[src/rtl/imusa_pkg.sv]
// Shared widths, constants, types and fixed-point helpers for the IMU alignment pipeline.
package imusa_pkg;

  localparam int SampleBits = 16;
  localparam int NumAxes    = 3;
  localparam int FracBits   = 16;
  localparam int BiasShift  = 12;

  // working values: counts with 16 fractional bits, headroom for two 45 degree steps
  localparam int WorkW     = SampleBits + 19;
  localparam int SumW      = WorkW + 1;
  localparam int IsqW      = 17;
  localparam int IsqProdW  = SumW + IsqW;
  localparam int ScaleW    = 24;
  localparam int GyroProdW = SumW + ScaleW;
  localparam int GyroShift = 32;

  localparam int AccelW   = 22;
  localparam int GyroW    = 23;
  localparam int FlagsW   = 6;
  localparam int BiasW    = 15;
  localparam int CfgIdxW  = 3;
  localparam int CfgDataW = 15;

  localparam int InW      = 2 * NumAxes * SampleBits;
  localparam int InBusW   = ((InW + 7) / 8) * 8;
  localparam int OutW     = NumAxes * AccelW + NumAxes * GyroW;
  localparam int OutBusW  = ((OutW + 7) / 8) * 8;

  localparam logic signed [IsqW-1:0]   InvSqrt2  = 17'sd46341;
  localparam logic signed [ScaleW-1:0] GyroScale = 24'sd4575276;

  localparam logic signed [63:0] AccelMin = -64'sd2097152;
  localparam logic signed [63:0] AccelMax = 64'sd2097151;
  localparam logic signed [63:0] GyroMin  = -64'sd4194304;
  localparam logic signed [63:0] GyroMax  = 64'sd4194303;

  // orientation flag bit positions, applied in this order
  localparam int FlagRot90Cw  = 0;
  localparam int FlagRot45Ccw = 1;
  localparam int FlagRot45Cw  = 2;
  localparam int FlagRot90Ccw = 3;
  localparam int FlagRot180   = 4;
  localparam int FlagFlip     = 5;

  // register indexes
  localparam logic [CfgIdxW-1:0] RegOrient     = 3'd0;
  localparam logic [CfgIdxW-1:0] RegAccelBiasX = 3'd1;
  localparam logic [CfgIdxW-1:0] RegAccelBiasY = 3'd2;
  localparam logic [CfgIdxW-1:0] RegAccelBiasZ = 3'd3;
  localparam logic [CfgIdxW-1:0] RegGyroBiasX  = 3'd4;
  localparam logic [CfgIdxW-1:0] RegGyroBiasY  = 3'd5;
  localparam logic [CfgIdxW-1:0] RegGyroBiasZ  = 3'd6;

  typedef logic signed [WorkW-1:0]     work_t;
  typedef logic signed [SumW-1:0]      sum_t;
  typedef logic signed [IsqProdW-1:0]  isq_prod_t;
  typedef logic signed [GyroProdW-1:0] gyro_prod_t;
  typedef logic signed [BiasW-1:0]     bias_t;

  typedef struct packed {
    work_t z;
    work_t y;
    work_t x;
  } vec_t;

  typedef struct packed {
    logic adv_mul;
    logic adv_rnd;
    logic cw;
    logic active;
  } rot_ctrl_t;

  function automatic work_t to_work(logic [SampleBits-1:0] s);
    return {{(WorkW - SampleBits - FracBits){s[SampleBits-1]}}, s, {FracBits{1'b0}}};
  endfunction

  function automatic work_t bias_work(bias_t b);
    return {{(WorkW - BiasW - BiasShift){b[BiasW-1]}}, b, {BiasShift{1'b0}}};
  endfunction

  // round to nearest, ties up, drop 16 fractional bits of the 1/sqrt2 product
  function automatic work_t rnd_isq(isq_prod_t p);
    isq_prod_t t;
    t = p + (isq_prod_t'(1) <<< (FracBits - 1));
    return t[WorkW+FracBits-1:FracBits];
  endfunction

  function automatic logic [AccelW-1:0] sat_accel(logic signed [63:0] v);
    logic [AccelW-1:0] r;
    if (v < AccelMin) begin
      r = AccelMin[AccelW-1:0];
    end else if (v > AccelMax) begin
      r = AccelMax[AccelW-1:0];
    end else begin
      r = v[AccelW-1:0];
    end
    return r;
  endfunction

  function automatic logic [GyroW-1:0] sat_gyro(logic signed [63:0] v);
    logic [GyroW-1:0] r;
    if (v < GyroMin) begin
      r = GyroMin[GyroW-1:0];
    end else if (v > GyroMax) begin
      r = GyroMax[GyroW-1:0];
    end else begin
      r = v[GyroW-1:0];
    end
    return r;
  endfunction

endpackage

[src/rtl/imusa_rot45.sv]
// Two-stage 45 degree rotation of the accel and gyro vectors: multiply, then round and place.
module imusa_rot45 (
  input  logic                  clk,
  input  imusa_pkg::rot_ctrl_t  ctrl,
  input  imusa_pkg::vec_t       a_in,
  input  imusa_pkg::vec_t       g_in,
  output imusa_pkg::vec_t       a_out,
  output imusa_pkg::vec_t       g_out
);

  imusa_pkg::sum_t      a_sum, a_dif, g_sum, g_dif;
  imusa_pkg::isq_prod_t a_ps, a_pd, g_ps, g_pd;
  imusa_pkg::vec_t      a_hold, g_hold;
  imusa_pkg::vec_t      a_new, g_new;
  logic                 active_m;

  // cw step takes y - x, ccw step takes x - y; both sensors share the choice
  always_comb begin
    a_sum = imusa_pkg::sum_t'(a_in.x) + imusa_pkg::sum_t'(a_in.y);
    g_sum = imusa_pkg::sum_t'(g_in.x) + imusa_pkg::sum_t'(g_in.y);
    if (ctrl.cw) begin
      a_dif = imusa_pkg::sum_t'(a_in.y) - imusa_pkg::sum_t'(a_in.x);
      g_dif = imusa_pkg::sum_t'(g_in.y) - imusa_pkg::sum_t'(g_in.x);
    end else begin
      a_dif = imusa_pkg::sum_t'(a_in.x) - imusa_pkg::sum_t'(a_in.y);
      g_dif = imusa_pkg::sum_t'(g_in.x) - imusa_pkg::sum_t'(g_in.y);
    end
  end

  always_ff @(posedge clk) begin
    if (ctrl.adv_mul) begin
      a_ps     <= imusa_pkg::isq_prod_t'(a_sum) * imusa_pkg::isq_prod_t'(imusa_pkg::InvSqrt2);
      a_pd     <= imusa_pkg::isq_prod_t'(a_dif) * imusa_pkg::isq_prod_t'(imusa_pkg::InvSqrt2);
      g_ps     <= imusa_pkg::isq_prod_t'(g_sum) * imusa_pkg::isq_prod_t'(imusa_pkg::InvSqrt2);
      g_pd     <= imusa_pkg::isq_prod_t'(g_dif) * imusa_pkg::isq_prod_t'(imusa_pkg::InvSqrt2);
      a_hold   <= a_in;
      g_hold   <= g_in;
      active_m <= ctrl.active;
    end
  end

  // accel negates the difference term, gyro keeps it
  always_comb begin
    a_new = a_hold;
    g_new = g_hold;
    if (active_m) begin
      if (ctrl.cw) begin
        a_new.y = imusa_pkg::rnd_isq(a_ps);
        a_new.x = -imusa_pkg::rnd_isq(a_pd);
        g_new.x = imusa_pkg::rnd_isq(g_ps);
        g_new.y = imusa_pkg::rnd_isq(g_pd);
      end else begin
        a_new.x = imusa_pkg::rnd_isq(a_ps);
        a_new.y = -imusa_pkg::rnd_isq(a_pd);
        g_new.y = imusa_pkg::rnd_isq(g_ps);
        g_new.x = imusa_pkg::rnd_isq(g_pd);
      end
    end
  end

  always_ff @(posedge clk) begin
    if (ctrl.adv_rnd) begin
      a_out <= a_new;
      g_out <= g_new;
    end
  end

endmodule

[config.mk]
export PLATFORM = sky130hd
export DESIGN_NAME = imusa_rot45
export DESIGN_NICKNAME = d
export VERILOG_FILES = /design/src/rtl/imusa_pkg.sv /design/src/rtl/imusa_rot45.sv
export SDC_FILE = /design/constraint.sdc
export NUM_CORES = 2
export LEC_CHECK = 0
export ABC_AREA = 1
export BUFFER_PORTS_ARGS = -buffer_cell sky130_fd_sc_hd__buf_4
export CORE_MARGIN = 5
export CORE_UTILIZATION = 57
export CTS_BUF_LIST = sky130_fd_sc_hd__clkbuf_16
export CTS_CLUSTER_SIZE = 20
export DETAILED_ROUTE_END_ITERATION = 8
export PLACE_DENSITY_LB_ADDON = 0.05
export REMOVE_ABC_BUFFERS = 1
export SLEW_MARGIN = 20
export SYNTH_ARGS = -nofsm -noshare
export SYNTH_HDL_FRONTEND = slang
export SYNTH_SLANG_ARGS = --single-unit
[constraint.sdc]
create_clock -name clk -period 10.7 [get_ports clk]
set_input_delay 1.605 -clock clk [delete_from_list [all_inputs] [get_ports clk]]
set_output_delay 1.605 -clock clk [all_outputs]
set_load 0.01 [all_outputs]
After elaboration in Yosys (flattened, before gate mapping)

Cells that the tools add are included.
Widths: inputs -> output; s select.

Bits in registers: 625
Output and inout bits: 210
Word-level logic and storage cells: 38

$add $sub $neg: 11
$mul: 4
Mux-type cells: 6

Operator list:

| cell                   | number |
|---|---|
| $mux 70                | 4 |
| $add 51x17->51 const B | 4 |
| $mul 36x17->51 const B | 4 |
| $sub 35x35->36         | 4 |
| $add 35x35->36         | 2 |
| $mux 36                | 2 |
| $neg 35->35            | 1 |

Logic depth before layout (Yosys ltp)

Word-level depth: 4
Mapped depth: 43
Gate-level depth less buffers: 43

Worst setup path after synthesis

OpenSTA, ideal clock, no wires.

Path type: input to register
Start: input port g_in[34] (netlist name)
End: register g_ps[50], data pin
Library setup time: 0.252 ns
Arrival: 8.170 ns
Required time: 10.448 ns
Setup slack: 2.277 ns
Stages on the path: 28
Path through: inv_1 -> ha_1 -> clkbuf_1 -> inv_1 -> a21o_1 -> a31oi_1 -> o21ai_0 -> a21oi_1 -> nand3_1 -> xor2_1 -> ha_1 -> fa_1 -> fa_1 -> fa_1 -> fa_1 -> inv_1 -> fa_1 -> inv_1 -> ha_1 -> nand2_1 -> nor2_1 -> nand2_1 -> nor2_1 -> nand3_1 -> nand3_1 -> inv_1 -> nand2_1 -> nand2_1

Word-level cells in the longest chain between the ends: 2

RTL lines:

| element              | RTL line          | source |
|---|---|---|
| start, declared      | imusa_rot45.sv:6  | `input imusa_pkg::vec_t g_in,` |
| $add 35x35->36       | imusa_rot45.sv:20 | `g_sum = imusa_pkg::sum_t'(g_in.x) + imusa_pkg::sum_t'(g_in.y);` |
| $mul 36x17->51       | imusa_rot45.sv:34 | `g_ps <= imusa_pkg::isq_prod_t'(g_sum) * imusa_pkg::isq_prod_t'(imusa_pkg::InvSqrt2);` |
| end signal, assigned | imusa_rot45.sv:34 |  |
| end, declared        | imusa_rot45.sv:12 | `imusa_pkg::isq_prod_t a_ps, a_pd, g_ps, g_pd;` |

No other way between the ends.
A chain may end at the register's enable or synchronous reset.

Final worst setup path

Start: input port g_in[10] (netlist name)
End: register g_pd[46], data pin

Word-level cells in the longest chain between the ends: 3

RTL lines:

| element                           | RTL line                             | source |
|---|---|---|
| $sub 35x35->36 (on tied branches) | imusa_rot45.sv:26, imusa_rot45.sv:23 |  |
| $mux 36 *                         | imusa_rot45.sv:21                    | `if (ctrl.cw) begin` |
| $mul 36x17->51 *                  | imusa_rot45.sv:35                    | `g_pd <= imusa_pkg::isq_prod_t'(g_dif) * imusa_pkg::isq_prod_t'(imusa_pkg::InvSqrt2);` |
| end signal, assigned              | imusa_rot45.sv:35                    |  |
| end, declared                     | imusa_rot45.sv:12                    |  |

Mark *: on every way between the ends. The rest lies on a longest branch, timed or not.

==> flow_summary.yaml <==
layout:
  multi_input_area_um2: 51730
  area_growth_pct: 9.961
  drive_gt1_share_pct: 8.187
  nNetsFinal: 11820
  fillers: 11880
  regArea_um2: 16970
synth:
  synth_flop_cell: "edfxtp_1"
  ys_seq_area_share_pct: 21.85
  syn_inst: 9317
  ys_seq_elements: 565
  syn_area_um2: 77660
  synth_edf_count: 565
  yosysWarningCount: 0
  syn_avg_cell_area_um2: 8.336
  synth_cell_type_count: 76
  async_flop_share_pct: 0
sta:
  finalMaxSlewViolations: 0
  fin_skew_ns: 0.03709
  period_needed_ns: 9.546
  setup_viol: 0
  finalHoldViolCount: 0
  max_slew_margin_pct: 24.20
  worst_slew_pin_slew_ns: 1.133
  finalCritPeriodShare_pct: 89.22
  rsz0062_at_grt: "false"
  setup_ws_ns: 1.154
  max_freq_ghz: 0.1048
  tns_ns: 0
critical_path:
  criticalPathCategory: "in2reg"
  cp.required_ns: 11.12
  crit_arrival_ns: 9.96
  crit_slowest_cell: "ha_1"
  cp-start-kind: "primary input"
  crit_path_max_incr_delay_ns: 0.61
  path_common_cell: "inv_1"
  crit_fanout: 10
  setup.worst_path.end_class: "flip-flop"
drt:
  drc: 0
  drt_iter0_markers: 5691
  drtPass1Iterations: 7
  vias: 65380
  vias_per_cell: 5.630
  wl_met3_um: 20080
  routedWlPerCell_um: 22.75
  met2_length_um: 122700
  drt_wl_total_um: 264200
  ant_nets: 0
  wl_met1_um: 103000
  highest_layer: "met5"
run_status:
  status: "completed"
placement:
  place.gp.congestion: 1.044
  io_buffers: 424
  hpwl_um: 226000
  dp_slack_ns: 0.6079
global_routing:
  grt_use_total_pct: 36.45
  overflow: 0
  grt_max_degree: 123
  antenna_found_initial: 17
  grt_pass1_wl_um: 392200
  grt_pass1_vias: 65360
die:
  ios: 425
  die_area_um2: 143700
  core_region_area_um2: 135500
  fp-row-count: 135
  initial_utilization_pct: 57.33
  die_h_um: 379.1
  dieWidth_um: 379.1
min_path:
  worstHoldPathType: "reg2reg"
clock_tree:
  clock_sinks: 565
  insertion_delay_ns: 0.70
  clock_path_buffers: 3
  h-tree-depth: 3
  post-cts-setup-buffer-count: 0
  cts_resized: 0
  cts_hold_buf: 0
  cts_tree: "done"
  cts_buffers: 70
  clk_pin_slew_ns: 0.06
  cts_root_buf: "clkbuf_16"
job:
  drv_cap: 0
-- final timing paths --
kind,startpoint,end,slack (ns),cells past startpoint
worst max-delay path,g_in[10],g_pd[46]$_DFFE_PP_,1.15,33
worst min-delay path,a_hold[85]$_DFFE_PP_,a_out[85]$_DFFE_PP_,0.41,0
worst max register to register,a_pd[15]$_DFFE_PP_,a_out[16]$_DFFE_PP_,6.87,13
worst min register to register,a_hold[85]$_DFFE_PP_,a_out[85]$_DFFE_PP_,0.41,0
-- area by class of cell --
class,count,area share (%)
Antenna cell,10,0.02930
Clock buffer,71,2.080
Clock inverter,56,0.5655
Inverter,2196,9.661
Multi-Input combinational cell,6415,60.57
Sequential cell,565,19.87
Tap cell,1781,2.609
Timing Repair Buffer,518,4.619
-- registers in the layout (all words and copies together), names as in the netlist --
signal,count
g_pd,36
a_pd,36
a_out,105
active_m,1
a_ps,36
g_hold,105
g_ps,36
a_hold,105
g_out,105
-- worst max-delay path: cells and delay by family --
family | cells | cell delay (ns)
AND/OR/NAND/NOR | 10 | 2.18
AO/OA/AOI/OAI | 5 | 1.31
buffers and inverters | 8 | 0.71
XOR/XNOR | 2 | 0.31
adder cells (fa/ha/maj) | 8 | 3.85
-- cell families (layout without fill, tap and decap cells) --
family / count (synthesis) / in the layout / synth area share (%)
AND/OR/NAND/NOR: 2889 / 2889 / 15.73
buffers and inverters: 2337 / 2841 / 11.57
adder cells (fa/ha/maj): 1835 / 1835 / 36.45
AO/OA/AOI/OAI: 1226 / 1226 / 8.964
flip-flops: 565 / 565 / 21.85
XOR/XNOR: 461 / 461 / 5.387
multiplexers: 4 / 4 / 0.05156
other: 0 / 10 / 0
-- metal layers --
layer | vias to the layer above | global-route usage (%)
li1 | 30430 | -
met1 | 31460 | 45.29
met2 | 2840 | 60.49
met3 | 634 | 5.882
met4 | 6 | 20.88
met5 | - | 0
-- cell usage in the layout (no fill, tap or decap), drive strengths merged, types with 321 or more instances in the layout --
cell / count
ha: 1122
edfxtp: 565
a21oi: 538
nand2: 1551
buf: 518
inv: 2216
o21ai: 415
xor2: 321
nor2: 729
nand3: 344
fa: 713
-- metrics by stage --
step / hold slack, ns / instance area (µm²) / util, % / cells
2_1_floorplan: 0.4003 / 76920 / - / 9176
3_3_place_gp: 0.4005 / 83120 / 61.35 / 11480
3_5_place_dp: 0.4045 / 83120 / 61.35 / 11480
4_1_cts: 0.4117 / 85380 / 63.02 / 11600
5_1_grt: 0.4167 / 85390 / 63.03 / 11610
6_report: 0.4092 / 85400 / 63.04 / 11610
-- cells in the mapped netlist (all sizes together) (39+ instances only) --
master | instances | share of area, %
a31oi | 50 | 0.44
ha | 1122 | 18
clkbuf | 56 | 0.27
or2 | 42 | 0.34
nor2 | 729 | 3.7
buf | 85 | 0.69
nand4 | 62 | 0.51
o21ai | 415 | 2.7
fa | 713 | 18
nand2 | 1551 | 7.6
edfxtp | 565 | 22
a21oi | 538 | 3.5
nand3 | 344 | 2.3
nor3 | 91 | 0.65
nor4 | 39 | 0.34
inv | 2195 | 11
xnor2 | 140 | 1.6
xor2 | 321 | 3.8
Power is not shown: default switching activity piles up to over one toggle a cycle in this logic, so the estimate is an artifact.
